## src/design/rmfh_pkg.sv

```systemverilog
`timescale 1ns / 1ps
`default_nettype none

package rmfh_pkg;

    // Width of a thread identifier and of the status code.
    localparam int ID_W     = 8;
    localparam int STATUS_W = 3;

    // Request kinds.
    localparam logic REQ_ACQUIRE = 1'b0;
    localparam logic REQ_RELEASE = 1'b1;

    // Result status codes.
    typedef enum logic [STATUS_W-1:0] {
        ST_GRANTED       = 3'd0,
        ST_BLOCKED       = 3'd1,
        ST_STILL_HELD    = 3'd2,
        ST_FREED         = 3'd3,
        ST_HANDED        = 3'd4,
        ST_NOT_HOLDER    = 3'd5,
        ST_QUEUE_FULL    = 3'd6,
        ST_NEST_OVERFLOW = 3'd7
    } status_t;

    // Controller states.
    typedef enum logic {
        CS_IDLE = 1'b0,
        CS_EXEC = 1'b1
    } ctrl_state_t;

    // Commands from the controller to the datapath.
    typedef struct packed {
        logic capture;
        logic execute;
    } ctrl_cmd_t;

    // Status from the datapath to the controller.
    typedef struct packed {
        logic out_stall;
    } dp_status_t;

endpackage

`default_nettype wire

```

## src/design/rmfh_ctrl.sv

```systemverilog
`timescale 1ns / 1ps
`default_nettype none

module rmfh_ctrl
    import rmfh_pkg::*;
(
    input  wire logic       aclk,
    input  wire logic       aresetn,
    input  wire logic       s_valid,
    output logic            s_ready,
    input  dp_status_t      dp_status,
    output ctrl_cmd_t       cmd
);

    ctrl_state_t state_reg;
    ctrl_state_t state_next;

    // State register.
    always_ff @(posedge aclk) begin
        if (!aresetn) begin
            state_reg <= CS_IDLE;
        end else begin
            state_reg <= state_next;
        end
    end

    // Next state and commands. A request is taken in idle, and it is
    // executed once the result register is free to take its result.
    always_comb begin
        state_next  = state_reg;
        s_ready     = 1'b0;
        cmd.capture = 1'b0;
        cmd.execute = 1'b0;
        unique case (state_reg)
            CS_IDLE: begin
                s_ready = 1'b1;
                if (s_valid) begin
                    cmd.capture = 1'b1;
                    state_next  = CS_EXEC;
                end
            end
            CS_EXEC: begin
                if (!dp_status.out_stall) begin
                    cmd.execute = 1'b1;
                    state_next  = CS_IDLE;
                end
            end
            default: begin
                state_next = CS_IDLE;
            end
        endcase
    end

endmodule

`default_nettype wire

```

## src/design/rmfh_datapath.sv

```systemverilog
`timescale 1ns / 1ps
`default_nettype none

module rmfh_datapath
    import rmfh_pkg::*;
#(
    parameter int QUEUE_DEPTH = 16,
    parameter int NEST_BITS   = 8
)
(
    input  wire logic                aclk,
    input  wire logic                aresetn,
    input  ctrl_cmd_t                cmd,
    output dp_status_t               dp_status,
    input  wire logic                s_req_type,
    input  wire logic [ID_W-1:0]     s_requester_id,
    output logic                     m_valid,
    input  wire logic                m_ready,
    output logic [STATUS_W-1:0]      m_status,
    output logic                     m_wake_valid,
    output logic [ID_W-1:0]          m_wake_id,
    output logic [ID_W-1:0]          m_holder_out,
    output logic                     m_is_locked
);

    localparam int PTR_W = $clog2(QUEUE_DEPTH);
    localparam int CNT_W = $clog2(QUEUE_DEPTH + 1);
    localparam logic [PTR_W-1:0] LAST_SLOT = PTR_W'(QUEUE_DEPTH - 1);
    localparam logic [CNT_W-1:0] FULL_CNT  = CNT_W'(QUEUE_DEPTH);

    // Captured request.
    logic            req_type_reg;
    logic [ID_W-1:0] req_id_reg;

    // Lock state.
    logic                 locked_reg, locked_next;
    logic [ID_W-1:0]      holder_reg, holder_next;
    logic [NEST_BITS-1:0] nest_reg, nest_next;
    logic [PTR_W-1:0]     head_reg, head_next;
    logic [PTR_W-1:0]     tail_reg, tail_next;
    logic [CNT_W-1:0]     count_reg, count_next;

    // Waiter queue memory and its registered read port at the head.
    logic [ID_W-1:0] queue_mem [QUEUE_DEPTH];
    logic [ID_W-1:0] head_data_reg;
    logic            push;

    // Result register.
    logic                out_valid_reg;
    status_t             out_status_reg;
    logic                out_wake_valid_reg;
    logic [ID_W-1:0]     out_wake_id_reg;
    logic [ID_W-1:0]     out_holder_reg;
    logic                out_locked_reg;

    status_t             status_c;
    logic                wake_valid_c;
    logic [ID_W-1:0]     wake_id_c;
    logic                is_holder;

    // Request capture.
    always_ff @(posedge aclk) begin
        if (cmd.capture) begin
            req_type_reg <= s_req_type;
            req_id_reg   <= s_requester_id;
        end
    end

    // The head entry is read every cycle; the pointer and the memory are
    // stable in idle, so the data is current when a request is executed.
    always_ff @(posedge aclk) begin
        head_data_reg <= queue_mem[head_reg];
        if (push) begin
            queue_mem[tail_reg] <= req_id_reg;
        end
    end

    // Decision logic for one request.
    always_comb begin
        locked_next  = locked_reg;
        holder_next  = holder_reg;
        nest_next    = nest_reg;
        head_next    = head_reg;
        tail_next    = tail_reg;
        count_next   = count_reg;
        push         = 1'b0;
        wake_valid_c = 1'b0;
        wake_id_c    = '0;
        is_holder    = locked_reg && (holder_reg == req_id_reg);
        status_c     = ST_GRANTED;
        if (req_type_reg == REQ_ACQUIRE) begin
            priority if (is_holder) begin
                if (&nest_reg) begin
                    status_c = ST_NEST_OVERFLOW;
                end else begin
                    nest_next = nest_reg + NEST_BITS'(1);
                    status_c  = ST_GRANTED;
                end
            end else if (!locked_reg) begin
                locked_next = 1'b1;
                holder_next = req_id_reg;
                nest_next   = NEST_BITS'(1);
                status_c    = ST_GRANTED;
            end else if (count_reg == FULL_CNT) begin
                status_c = ST_QUEUE_FULL;
            end else begin
                push       = cmd.execute;
                tail_next  = (tail_reg == LAST_SLOT) ? '0 : tail_reg + PTR_W'(1);
                count_next = count_reg + CNT_W'(1);
                status_c   = ST_BLOCKED;
            end
        end else begin
            priority if (!is_holder) begin
                status_c = ST_NOT_HOLDER;
            end else if (nest_reg > NEST_BITS'(1)) begin
                nest_next = nest_reg - NEST_BITS'(1);
                status_c  = ST_STILL_HELD;
            end else if (count_reg == '0) begin
                locked_next = 1'b0;
                holder_next = '0;
                nest_next   = '0;
                status_c    = ST_FREED;
            end else begin
                holder_next  = head_data_reg;
                head_next    = (head_reg == LAST_SLOT) ? '0 : head_reg + PTR_W'(1);
                count_next   = count_reg - CNT_W'(1);
                nest_next    = NEST_BITS'(1);
                wake_valid_c = 1'b1;
                wake_id_c    = head_data_reg;
                status_c     = ST_HANDED;
            end
        end
    end

    // Lock state update.
    always_ff @(posedge aclk) begin
        if (!aresetn) begin
            locked_reg <= 1'b0;
            holder_reg <= '0;
            nest_reg   <= '0;
            head_reg   <= '0;
            tail_reg   <= '0;
            count_reg  <= '0;
        end else if (cmd.execute) begin
            locked_reg <= locked_next;
            holder_reg <= holder_next;
            nest_reg   <= nest_next;
            head_reg   <= head_next;
            tail_reg   <= tail_next;
            count_reg  <= count_next;
        end
    end

    // Result valid flag: set on execute, cleared when the result transfers.
    always_ff @(posedge aclk) begin
        if (!aresetn) begin
            out_valid_reg <= 1'b0;
        end else if (cmd.execute) begin
            out_valid_reg <= 1'b1;
        end else if (m_ready) begin
            out_valid_reg <= 1'b0;
        end
    end

    // Result payload.
    always_ff @(posedge aclk) begin
        if (cmd.execute) begin
            out_status_reg     <= status_c;
            out_wake_valid_reg <= wake_valid_c;
            out_wake_id_reg    <= wake_id_c;
            out_holder_reg     <= holder_next;
            out_locked_reg     <= locked_next;
        end
    end

    assign dp_status.out_stall = out_valid_reg && !m_ready;

    assign m_valid      = out_valid_reg;
    assign m_status     = out_status_reg;
    assign m_wake_valid = out_wake_valid_reg;
    assign m_wake_id    = out_wake_id_reg;
    assign m_holder_out = out_holder_reg;
    assign m_is_locked  = out_locked_reg;

endmodule

`default_nettype wire

```

## src/design/recursive_mutex_fifo_handoff.sv

```systemverilog
// A request is captured when it transfers, and its result is loaded into the output register
// in the execute state, which waits while an earlier result is still stalled there.
// The unit takes no new request until the current one has executed: each request is
// captured in idle, then executed using the registered read of the waiter queue head.
// Reset (aresetn, synchronous, active low) frees the lock, empties the waiter
// queue pointers and count, and clears the result valid flag; queue memory is not cleared.
`timescale 1ns / 1ps
`default_nettype none

module recursive_mutex_fifo_handoff
    import rmfh_pkg::*;
#(
    parameter int QUEUE_DEPTH = 16,
    parameter int NEST_BITS   = 8
)
(
    input  wire logic                aclk,
    input  wire logic                aresetn,
    input  wire logic                s_valid,
    output logic                     s_ready,
    input  wire logic                s_req_type,
    input  wire logic [ID_W-1:0]     s_requester_id,
    output logic                     m_valid,
    input  wire logic                m_ready,
    output logic [STATUS_W-1:0]      m_status,
    output logic                     m_wake_valid,
    output logic [ID_W-1:0]          m_wake_id,
    output logic [ID_W-1:0]          m_holder_out,
    output logic                     m_is_locked
);

    ctrl_cmd_t  cmd;
    dp_status_t dp_status;

    // Sequencing of each request.
    rmfh_ctrl u_ctrl (
        .aclk      (aclk),
        .aresetn   (aresetn),
        .s_valid   (s_valid),
        .s_ready   (s_ready),
        .dp_status (dp_status),
        .cmd       (cmd)
    );

    // Lock state, waiter queue and result register.
    rmfh_datapath #(
        .QUEUE_DEPTH (QUEUE_DEPTH),
        .NEST_BITS   (NEST_BITS)
    ) u_datapath (
        .aclk           (aclk),
        .aresetn        (aresetn),
        .cmd            (cmd),
        .dp_status      (dp_status),
        .s_req_type     (s_req_type),
        .s_requester_id (s_requester_id),
        .m_valid        (m_valid),
        .m_ready        (m_ready),
        .m_status       (m_status),
        .m_wake_valid   (m_wake_valid),
        .m_wake_id      (m_wake_id),
        .m_holder_out   (m_holder_out),
        .m_is_locked    (m_is_locked)
    );

endmodule

`default_nettype wire

```

## config.mk

```make
export PLATFORM = sky130hd
export DESIGN_NAME = recursive_mutex_fifo_handoff
export DESIGN_NICKNAME = d
export VERILOG_FILES = /design/src/design/rmfh_pkg.sv /design/src/design/rmfh_ctrl.sv /design/src/design/rmfh_datapath.sv /design/src/design/recursive_mutex_fifo_handoff.sv
export SDC_FILE = /design/constraint.sdc
export NUM_CORES = 1
export LEC_CHECK = 0
export ABC_AREA = 1
export BUFFER_PORTS_ARGS = -buffer_cell sky130_fd_sc_hd__buf_2
export CAP_MARGIN = 20
export CORE_ASPECT_RATIO = 0.75
export CORE_UTILIZATION = 32
export CTS_CLUSTER_DIAMETER = 200
export CTS_CLUSTER_SIZE = 28
export DETAILED_ROUTE_END_ITERATION = 10
export HOLD_SLACK_MARGIN = 0.06
export PLACE_DENSITY = 0.57
export SLEW_MARGIN = 30
export SYNTH_ARGS = -nofsm -noshare
export SYNTH_HDL_FRONTEND = slang
export SYNTH_HIERARCHICAL = 1
export SYNTH_SLANG_ARGS = --single-unit
export TNS_END_PERCENT = 30
```

## constraint.sdc

```tcl
create_clock -name aclk -period 4.98 [get_ports aclk]
set_input_delay 0.747 -clock aclk [delete_from_list [all_inputs] [get_ports aclk]]
set_output_delay 0.747 -clock aclk [all_outputs]
set_load 0.02 [all_outputs]
```

== After elaboration in Yosys (flattened, before gate mapping) ==
Memories as Yosys holds them, arrays and structs flattened. A register that Yosys moved wholly into a read port is not among the register bits.
Index checks and enable logic that the tools add are counted.

* Register bits: 62
* Bits in writable memories: 128
* Output and inout bits: 23
* Word-level logic and storage cells: 103
* Memories kept: 1

{| class="wikitable"
|+ Memories
! memory !! depth !! width !! read ports !! clocked after Yosys merged registers in !! wr ports !! RTL line !! RTL
|-
| u_datapath.queue_mem || 16 || 8 || 1 || 1 || 1 || rmfh_datapath.sv:44 || <nowiki>logic [ID_W-1:0] queue_mem [QUEUE_DEPTH];</nowiki>
|}

* $add $sub $neg: 6
* $lt $le $gt $ge: 1
* Equal/unequal tests: 11
* Mux-type cells: 51
* Bitwise logic cells: 6
* Reductions and logical operators: 12

{| class="wikitable"
|+ Operators with widths
! cell !! number
|-
| 2-to-1 mux 8 bit || 12
|-
| 2-to-1 mux 5 bit || 7
|-
| 2-to-1 mux 3 bit || 8
|-
| 2-to-1 mux 1 bit || 21
|-
| AND reduction 5 bit || 2
|-
| adder 4 x 1 -> 4 bit, second input constant || 2
|-
| adder 8 x 1 -> 8 bit, second input constant || 1
|-
| == test 4 bit, second input constant || 2
|-
| == test 8 bit || 1
|-
| > comparator 8 x 1 -> 1 bit, second input constant || 1
|-
| 2-to-1 mux 4 bit || 2
|-
| != test 2 bit, second input constant || 4
|-
| AND reduction 8 bit || 1
|-
| subtractor 8 x 1 -> 8 bit, second input constant || 1
|-
| AND reduction 7 bit || 1
|-
| NOT 1 bit || 6
|-
| adder 5 x 1 -> 5 bit, second input constant || 1
|-
| == test 5 bit, second input constant || 1
|-
| logical NOT 5 bit || 1
|-
| subtractor 5 x 1 -> 5 bit, second input constant || 1
|-
| != test 2 x 1 -> 1 bit, second input constant || 2
|-
| AND reduction 4 bit || 1
|-
| nonzero test 2 bit || 2
|-
| != test 3 x 2 -> 1 bit, second input constant || 1
|-
| other kinds (4) || 5
|}

== Logic depth before layout (Yosys ltp) ==
Gate-level depths: netlist of the first run.

* Depth in word-level cells: 10
* Depth in mapped cells: 14

== Modules after synthesis ==
The synthesis of the first run kept the hierarchy.

{| class="wikitable"
|+ Modules (own cells, without submodules)
! module !! instances !! cells an instance !! area an instance (sq um)
|-
| rmfh_datapath || 1 || 815 || 8764.7
|-
| rmfh_ctrl || 1 || 10 || 56.3
|}

== Worst setup path before layout of the first run ==
Ideal clock, no wire load.

* Path type: input to register
* From: in m_ready
* To: mem u_datapath.queue_mem[12][0], enable pin
* Setup time: 383 ps
* Data arrival time: 2757 ps
* Data required time: 4597 ps
* Slack: 1840 ps
* Stages: 9
* Path buffers: 1
* Cell sequence: nor2_1 > inv_1 > nand2_1 > inv_1 > inv_2 > nor3_1 > nand3_1 > buf_2 > nor3_1

{| class="wikitable"
|+ RTL lines
! what !! RTL line !! RTL
|-
| from (decl) || recursive_mutex_fifo_handoff.sv:24 || <nowiki>input wire logic m_ready,</nowiki>
|-
| to (decl) || rmfh_datapath.sv:44 ||
|}

== Worst setup path in the final report of the first run ==
* From: reg u_datapath.req_id_reg[3]
* To: mem u_datapath.queue_mem[11][4], enable pin

* Cells in the longest elaborated chain, start to end: 6

{| class="wikitable"
|+ RTL lines
! what !! RTL line !! RTL
|-
| from (decl) || rmfh_datapath.sv:33 || <nowiki>logic [ID_W-1:0] req_id_reg;</nowiki>
|-
| from (signal assigned) || rmfh_datapath.sv:65 || <nowiki>req_id_reg <= s_requester_id;</nowiki>
|-
| == test 8 bit || rmfh_datapath.sv:89 || <nowiki>is_holder = locked_reg && (holder_reg == req_id_reg);</nowiki>
|-
| logical AND 1 bit || rmfh_datapath.sv:89 ||
|-
| 2-to-1 mux 1 bit || rmfh_datapath.sv:92 || <nowiki>priority if (is_holder) begin</nowiki>
|-
| 2-to-1 mux 1 bit || rmfh_datapath.sv:91 || <nowiki>if (req_type_reg == REQ_ACQUIRE) begin</nowiki>
|-
| 2-to-1 mux 1 bit || rmfh_datapath.sv:73 || <nowiki>if (push) begin</nowiki>
|-
| 2-to-1 mux 1 bit (implied by the code) || rmfh_datapath.sv:74 || <nowiki>queue_mem[tail_reg] <= req_id_reg;</nowiki>
|}

Every way passes these cells.

==> results of run 1 <==
worst max path at each step:
stage          slack (ps)                           to  depth (start not counted)                startpoint
2_1_floorplan        1840  u_datapath/queue_mem[12][0]                          9                   m_ready
3_3_place_gp         1940   u_datapath/queue_mem[2][0]                         10                   m_ready
3_5_place_dp         1890   u_datapath/queue_mem[6][1]                         10                   m_ready
4_1_cts              1910   u_datapath/queue_mem[6][5]                          9  u_datapath/req_id_reg[3]
5_1_grt              1730  u_datapath/queue_mem[11][1]                         11  u_datapath/req_id_reg[3]
6_report             2030  u_datapath/queue_mem[11][4]                         11  u_datapath/req_id_reg[3]
metal layers:
layer | vias up | share of wire (%)
li1 | 2938 | -
met1 | 2940 | 51
met2 | 218 | 40
met3 | 16 | 7.9
met4 | 0 | 1.0
met5 | - | 0
power breakdown:
| part | total, W | internal, W | switching [W] |
|---|---|---|---|
| clock | 0.00142 | 0.000797 | 0.000619 |
| combinational | 0.000279 | 0.0000860 | 0.000194 |
| sequential | 0.00185 | 0.00182 | 0.0000335 |
| total | 0.00355 | 0.00270 | 0.000846 |
cells in the final DEF (no fill, tap or decap), drive strengths merged:
| cell | n |
|---|---|
| edfxtp | 158 |
| nand4 | 7 |
| o311ai | 1 |
| o22ai | 4 |
| o221ai | 15 |
| clkinv | 8 |
| clkinvlp | 1 |
| nand3 | 55 |
| o21ai | 64 |
| dfxtp | 40 |
| nor2 | 121 |
| ha | 11 |
| buf | 49 |
| mux2i | 15 |
| inv | 71 |
| a21oi | 38 |
| o211ai | 1 |
| nand2 | 134 |
| fa | 1 |
| bufinv | 3 |
| xnor2 | 8 |
| clkbuf | 21 |
| xor2 | 11 |
| nor3 | 16 |
| nor4 | 1 |
| o32ai | 17 |
worst max-delay path, stage by stage (launching register included):
cell and delay [ps]:
edfxtp_1 790, inv_1 80, nand2_1 90, nand2_1 50, nand2_1 100, nor2_4 60, nand3_2 240, nand3_1 110
buf_4 250, nor2_1 110, nand2_1 90, nor2_1 580
cells by family (layout without fill, tap and decap cells):
group           count (synthesis)  count (layout)
simple gates                  334             334
xor+xnor                       19              19
flops                         198             198
fa+ha+maj                      12              12
mux                            15              15
compound gates                140             140
buf+inv                       107             153
stage by stage:
step           area, um2  instances  hold WS [ps]  worst slack [ps]  power [W]
2_1_floorplan       8821        825         462.2              1840   0.002089
3_3_place_gp        9358       1190         475.0              1935   0.002167
3_5_place_dp        9378       1190         479.4              1890   0.002168
4_1_cts             9971       1222         459.9              1911   0.003571
5_1_grt            10010       1222         459.8              1733   0.003670
6_report           10010       1222         478.5              2029   0.003550
cell type report:
cell class,count,area (um2)
Fill cell,2615,17000
Sequential cell,198,5548
Multi-Input combinational cell,520,2874
Clock buffer,21,440.4
Tap cell,351,439.2
Timing Repair Buffer,49,280.3
Inverter,72,271.5
Clock inverter,11,152.6
==> impl_metrics.yaml, run 1 <==
synthesis:
  async_flop_share_pct: 0
  post_synth_xor_area_fraction_pct: 1.887
  postSynthCellCount: 825
  synth-simple-area-share_pct: 16.85
  muxShareOfSynthArea_pct: 1.702
  yosysTopAreaCellShare_pct: 53.79
  yosysMostFrequentCell: "edfxtp_1"
  synth_area_um2: 8821
  yosysTopAreaCell: "edfxtp_1"
  syn_nets: 850
  yosysWarnings: 6
  ys_types: 44
  synth_top_family_by_area: "simple AND/OR/NAND/NOR gates"
  synthAdderAreaFrac_pct: 1.787
  synth-edff-count: 158
  synth-seq-cells: 198
  ys_seq_area_share_pct: 62.87
  synth_ff_type: "edfxtp_1"
  avgSynthCellArea_um2: 10.69
  yosys-top-cells-area: "edfxtp_1 (54%), dfxtp_1 (9.1%), nand2_1 (5.6%)"
  synth_commonest_cells: "edfxtp_1 (158), nand2_1 (131), nor2_1 (112), o21ai_0 (60), inv_1 (54)"
  synth-compound-area-share_pct: 9.730
floorplan:
  chipWidth_um: 193.7
  core_um2: 27000
  dieArea_um2: 28240
  num_io_pins: 36
  start_util_pct: 32.67
  dieHeight_um: 145.8
  row_count: 52
cells_and_area:
  fin_nets: 883
  antenna_cells: 0
  drive_above_1_share_pct: 14.58
  largest_reg_flops: 128
  regMostFlops: "u_datapath/queue_mem"
  fin_util_pct: 37.06
  areaGrowthSynthToFinish_pct: 13.43
cts:
  postCtsSetupRepairBufs: 0
  clk_latency_ps: 440
  clockBufferDepth: 2
  path_clk_slew_ps: 70
  cts_root_buffer: "clkbuf_16"
  cts_resized: 0
  clock_sinks: 198
  cts-buffers-inserted: 17
  cts_tree: "done"
  htree_levels: 4
  cts-hold-fix-buffers: 0
grt:
  grt_pass1_vias: 5680
  top_usage_layer: "met1"
  grt_pass1_wl_mm: 33.89
  grt_max_degree: 68
  antenna_found_initial: 0
  met2_usage_pct: 20.92
  grt_use_met3_pct: 3.824
  grt_usage_pct: 15.90
  grt-ovfl-total: 0
  met1_usage_pct: 25.44
timing:
  rsz0062_at_grt: "false"
  finalHoldViolCount: 0
  maxSlewViolCount: 0
  worstMarginPinSlew_ps: 905.1
  setup_viol_count_final: 0
  slew_headroom_pct: 39.66
  finalCritPeriodShare_pct: 59.25
  layout_min_cycle_time_ps: 2951
  clock_skew_ps: 11.80
  tns_ps: 0
  clock.fmax_ghz: 0.3389
setup_path:
  reg2reg_to: "u_datapath/queue_mem[11][4]"
  cp-start-kind: "flop"
  endpoint_kind: "flop"
  crit_fanout: 21
  ff2ff_setup_slack_ps: 2030
  crit_type: "reg2reg"
  reg2reg_from: "u_datapath/req_id_reg[3]"
  reg2reg_depth: 11
  worstPathArrival_ps: 3020
  worstPathRequired_ps: 5050
placed_design:
  io_buffers: 35
  gp_congestion: 0.8614
  dpl.hpwl_mm: 14.45
power:
  ir_drop_uv: 246.0
  p_per_area_nw_per_um2: 354.7
  leakagePower_nw: 3.560
min_path:
  min-delay-start: "s_requester_id[4]"
  hold_class: "in2reg"
  hold_depth: 1
  hold_end: "u_datapath/req_id_reg[4]"
routing:
  postRouteAntennaNets: 0
  post_drt_wl_per_cell_um: 17.81
  drtPass1Iterations: 6
  vias: 6112
  vias_per_cell: 5.002
  first_iter_violations: 652
  drcViolationCount: 0
  drt_wl_total_mm: 21.77
run_status:
  status: "finished, final reports clean"
run:
  timing.max_cap.violations: 0
No activity file was read; power rests on OpenSTA's default activity.
==> run 2, diff against run 1 <==
Clock period 4.98 ns to 2.9 ns, I/O delays scaled along.
==> impl_metrics.yaml, run 2 (synthesis gave the netlist of run 1 again) <==
grt:
  grt_usage_pct: 16.23
  grt_max_degree: 68
  grt-ovfl-total: 0
  antenna_found_initial: 0
  grt_pass1_wl_mm: 34.56
  grt_pass1_vias: 5730
cells_and_area:
  design_area_um2: 10110
  regMostFlops: "u_datapath/queue_mem"
  final_cell_mix: "edfxtp_1 (158), nand2_1 (131), nor2_1 (112)"
  fillers: 2609
  largest_reg_flops: 128
  fin_util_pct: 37.43
  antenna_cells: 0
  areaGrowthSynthToFinish_pct: 14.58
  final_common_cell: "edfxtp_1"
  drive_above_1_share_pct: 15.19
  fin_nets: 901
min_path:
  hold_end: "u_datapath/req_type_reg"
  min-delay-start: "s_req_type"
  hold_class: "in2reg"
  hold_depth: 1
placed_design:
  dpl_cell_area_um2: 9505
  gp_congestion: 0.8643
  dpl.hpwl_mm: 15.47
  io_buffers: 35
timing:
  finalHoldViolCount: 0
  setup_viol_count_final: 0
  tns_ps: 0
  rsz0062_at_grt: "false"
  layout_min_cycle_time_ps: 2267
  worstMarginPinSlew_ps: 922.4
  hold_slack_ps: 180.7
  clock_skew_ps: 13.68
  slew_headroom_pct: 38.51
  finalCritPeriodShare_pct: 78.18
  clock.fmax_ghz: 0.4411
  maxSlewViolCount: 0
floorplan:
  num_io_pins: 36
  dieArea_um2: 28240
  start_util_pct: 32.67
  core_um2: 27000
  chipWidth_um: 193.7
  dieHeight_um: 145.8
  row_count: 52
setup_path:
  crit_type: "reg2reg"
  crit_fanout: 13
  endpoint_kind: "flop"
  ff2ff_setup_slack_ps: 630
  cp-start-kind: "flop"
  reg2reg_to: "u_datapath/queue_mem[3][5]"
  worstPathArrival_ps: 2460
  worstPathRequired_ps: 3090
  reg2reg_depth: 12
  startpoint: "u_datapath/req_id_reg[3]"
  reg2reg_from: "u_datapath/req_id_reg[3]"
routing:
  drt_wl_total_mm: 22.57
  route.met2.wl_mm: 9.236
  post_drt_wl_per_cell_um: 18.20
  vias_per_cell: 5.004
  vias: 6205
  drtPass1Iterations: 5
  postRouteAntennaNets: 0
  first_iter_violations: 763
  drcViolationCount: 0
  topRoutingLayerUsed: "met4"
  wl_met1_mm: 11.67
  wl_met3_mm: 1.449
run:
  timing.max_cap.violations: 0
power:
  ir_drop_uv: 336.5
  p_per_area_nw_per_um2: 604.3
  leakagePower_nw: 3.655
cts:
  clock_sinks: 198
  cts_resized: 0
  postCtsSetupRepairBufs: 0
  clk_latency_ps: 440
  path_clk_slew_ps: 70
  clockBufferDepth: 2
  cts-buffers-inserted: 17
  cts-hold-fix-buffers: 0
  cts_tree: "done"
  cts_root_buffer: "clkbuf_16"
  htree_levels: 4
run_status:
  status: "finished, final reports clean"
-- run 2: cell types whose count changed in the layout (fill, tap and decap cells not counted), sizes merged --
cell,change
buf,+18
clkbuf,-4
inv,+1
clkinv,+1
clkinvlp,+2
-- run 2: worst max path at each step --
stage | endpoint | slack, ps | cells past startpoint
after floorplan | u_datapath/queue_mem[12][0] | 70 | 9
after global placement | u_datapath/queue_mem[11][6] | 670 | 13
after detailed placement | u_datapath/queue_mem[3][4] | 610 | 13
after CTS | u_datapath/queue_mem[3][5] | 680 | 12
after global routing | u_datapath/queue_mem[3][5] | 530 | 10
final | u_datapath/queue_mem[3][5] | 630 | 12
-- run 2: final cells by class --
| type | count | area [um2] | share of cell area [%] |
|---|---|---|---|
| flip-flops and latches | 198 | 5548 | 54.89 |
| multi-input cells | 520 | 2819 | 27.89 |
| well taps | 351 | 439.2 | 4.345 |
| repair buffers | 67 | 427.9 | 4.234 |
| clock buffers | 17 | 425.4 | 4.209 |
| inverters | 72 | 271.5 | 2.686 |
| clock inverters | 15 | 176.4 | 1.745 |
-- run 2: stage by stage --
step                      std cells  total power [W]  worst slack [ps]
after floorplan                 825         0.003587             71.83
after global placement         1208         0.003736             668.7
after detailed placement       1208         0.003736             606.1
after CTS                      1240         0.006156             684.3
after global routing           1240         0.006331             526.5
final                          1240         0.006108             632.9
-- run 2: layer usage --
layer | global-route usage [%] | up-vias
li1 | - | 2980
met1 | 25.62 | 3003
met2 | 22.42 | 207
met3 | 2.851 | 15
met4 | 4.320 | 0
met5 | 0 | -
-- run 2: critical path: stages, from the launching register on --
cell and delay (ps):
edfxtp_1 500, inv_1 110, nand2_1 70, nand2_1 60, nand2_1 80, nor2_4 150
nand3_2 290, nand3_1 210, buf_4 170, nor2_1 50, nand2_1 90, nor2_1 50
buf_4 180
-- run 2: where the power goes --
group	leakage (nW)	internal, W	switching [W]
Clock	0.284	0.00136	0.00107
Combinational	1.60	0.000151	0.000343
Sequential	1.77	0.00313	0.0000534
Total	3.65	0.00464	0.00147
==> run 3, diff against run 2 <==
Settings changed: PLACE_DENSITY 0.57 to 0.59.
Clock period 2.9 ns to 2 ns, I/O delays scaled along.
==> impl_metrics.yaml, run 3 (synthesis gave the netlist of run 1 again) <==
setup_path:
  cp_cell_sequence: "inv_1 -> nand2_1 -> nand2_2 -> nand2_2 -> nor2_4 -> nand3_4 -> nand3_4 -> buf_12 -> nor3_4 -> buf_12"
  cp_slowest_cell: "edfxtp_1"
  cp-start-kind: "flop"
  crit_fanout: 8
  crit_type: "reg2reg"
  cpPeakStageDelay_ps: 520
  worstPathArrival_ps: 2100
  worstPathRequired_ps: 2170
  endpoint_kind: "flop"
cells_and_area:
  final_cell_mix: "edfxtp_1 (158), nand2_1 (126), nor2_1 (107)"
  fin_nets: 948
  drive_above_1_share_pct: 22.12
  largest_reg_flops: 128
  areaGrowthSynthToFinish_pct: 24.68
  final_common_cell: "edfxtp_1"
  regMostFlops: "u_datapath/queue_mem"
  design_area_um2: 11000
floorplan:
  dieArea_um2: 28240
  start_util_pct: 32.67
  num_io_pins: 36
  core_um2: 27000
  dieHeight_um: 145.8
  row_count: 52
  chipWidth_um: 193.7
run:
  timing.max_cap.violations: 0
routing:
  drtPass1Iterations: 5
  post_drt_wl_per_cell_um: 17.30
  vias_per_cell: 4.969
  first_iter_violations: 612
  postRouteAntennaNets: 0
  vias: 6400
  drt_wl_total_mm: 22.28
  drcViolationCount: 0
min_path:
  hold_class: "in2reg"
timing:
  slew_headroom_pct: 57.62
  setup_viol_count_final: 0
  maxSlewViolCount: 0
  rsz0062_at_grt: "true"
  finalCritPeriodShare_pct: 96.52
  clock_skew_ps: 15.07
  worstMarginPinSlew_ps: 633.3
  layout_min_cycle_time_ps: 1930
  finalHoldViolCount: 0
  clock.fmax_ghz: 0.5181
grt:
  grt_pass1_wl_mm: 34.49
  grt_usage_pct: 16.19
  antenna_found_initial: 0
  grt-ovfl-total: 0
  grt_pass1_vias: 6078
  grt_max_degree: 36
cts:
  clk_latency_ps: 450
  clockBufferDepth: 2
  htree_levels: 4
  cts_tree: "done"
  cts-buffers-inserted: 17
  cts_root_buffer: "clkbuf_16"
  path_clk_slew_ps: 70
  clock_sinks: 198
power:
  pwr-share-seq_pct: 51.8
  ir_drop_uv: 637.2
  internal-power_w: 0.006742
  power.share.switching_pct: 24.25
  comb_power_share_pct: 9.6
  finalPower_w: 0.008901
  leakagePower_nw: 4.081
  p_sw_w: 0.002159
  pwr-share-clk_pct: 38.7
  p_per_area_nw_per_um2: 809.3
placed_design:
  gp_congestion: 0.8730
  dpl_cell_area_um2: 10210
  io_buffers: 35
  dpl.hpwl_mm: 15.60
run_status:
  status: "finished, final reports clean"
## run 3: worst paths after layout
| path | start | endpoint | slack [ps] | cells past startpoint |
|---|---|---|---|---|
| worst max-delay path | u_datapath/req_id_reg[2] | u_datapath/queue_mem[4][0] | 70 | 10 |
| worst min-delay path | s_valid | u_ctrl/state_reg | 110 | 3 |
| worst max register to register | u_datapath/req_id_reg[2] | u_datapath/queue_mem[4][0] | 70 | 10 |
| worst min register to register | u_datapath/head_reg[3] | u_datapath/head_reg[3] | 510 | 2 |
## run 3: layout make-up
cell class / count / area [um2]
antenna: 1 / 2.502
clock buffer: 21 / 460.4
clock inverter: 11 / 122.6
fill: 2571 / 16000
inverter: 72 / 285.3
multi-input combinational: 521 / 3069
sequential: 198 / 5553
tap: 351 / 439.2
timing repair buffer: 113 / 1066
## run 3: metrics by stage
stage	util (%)	setup TNS, ps	hold WS [ps]	std cells	setup WS, ps
floorplan	-	-8242	398.9	825	-106.0
global placement	37.82	-1770	478.7	1244	-46.01
detailed placement	37.82	-2791	478.1	1244	-58.90
CTS	40.32	0	97.17	1284	7.596
global route	40.72	-176.2	96.48	1287	-14.24
finish	40.73	0	111.2	1288	69.70
## run 3: per-layer routing
layer / global-route usage, % / vias to the layer above / routed length [um]
met3: 4.635 / 19 / 1648
met5: 0 / - / 0
met4: 4.480 / 0 / 278
li1: - / 3086 / -
met1: 24.25 / 3109 / 11180
met2: 22.49 / 186 / 9172
## run 3: power groups by stage
stage | registers [W] | logic (W) | clock network, W
3_3_place_gp | 0.00469 | 0.000792 | 0
3_5_place_dp | 0.00470 | 0.000806 | 0
6_report | 0.00461 | 0.000853 | 0.00344
4_1_cts | 0.00460 | 0.000825 | 0.00350
5_1_grt | 0.00461 | 0.000932 | 0.00364
2_1_floorplan | 0.00473 | 0.000484 | 0
## run 3: worst max-delay path: cells and delay by family (launching register included)
family	cells	cell delay, ps
AND/OR/NAND/NOR	7	690
flip-flops	1	520
buffers and inverters	3	420
## run 3: what timing repair did
action / 4_1_cts / 5_1_grt
gates resized for setup: 2 / 24
setup endpoints to repair: 130 / 165
hold endpoints to repair: 8 / 0
setup buffers: 0 / 2
pin swaps: 0 / 9
cloned: 0 / 1
hold buffers: 8 / 0
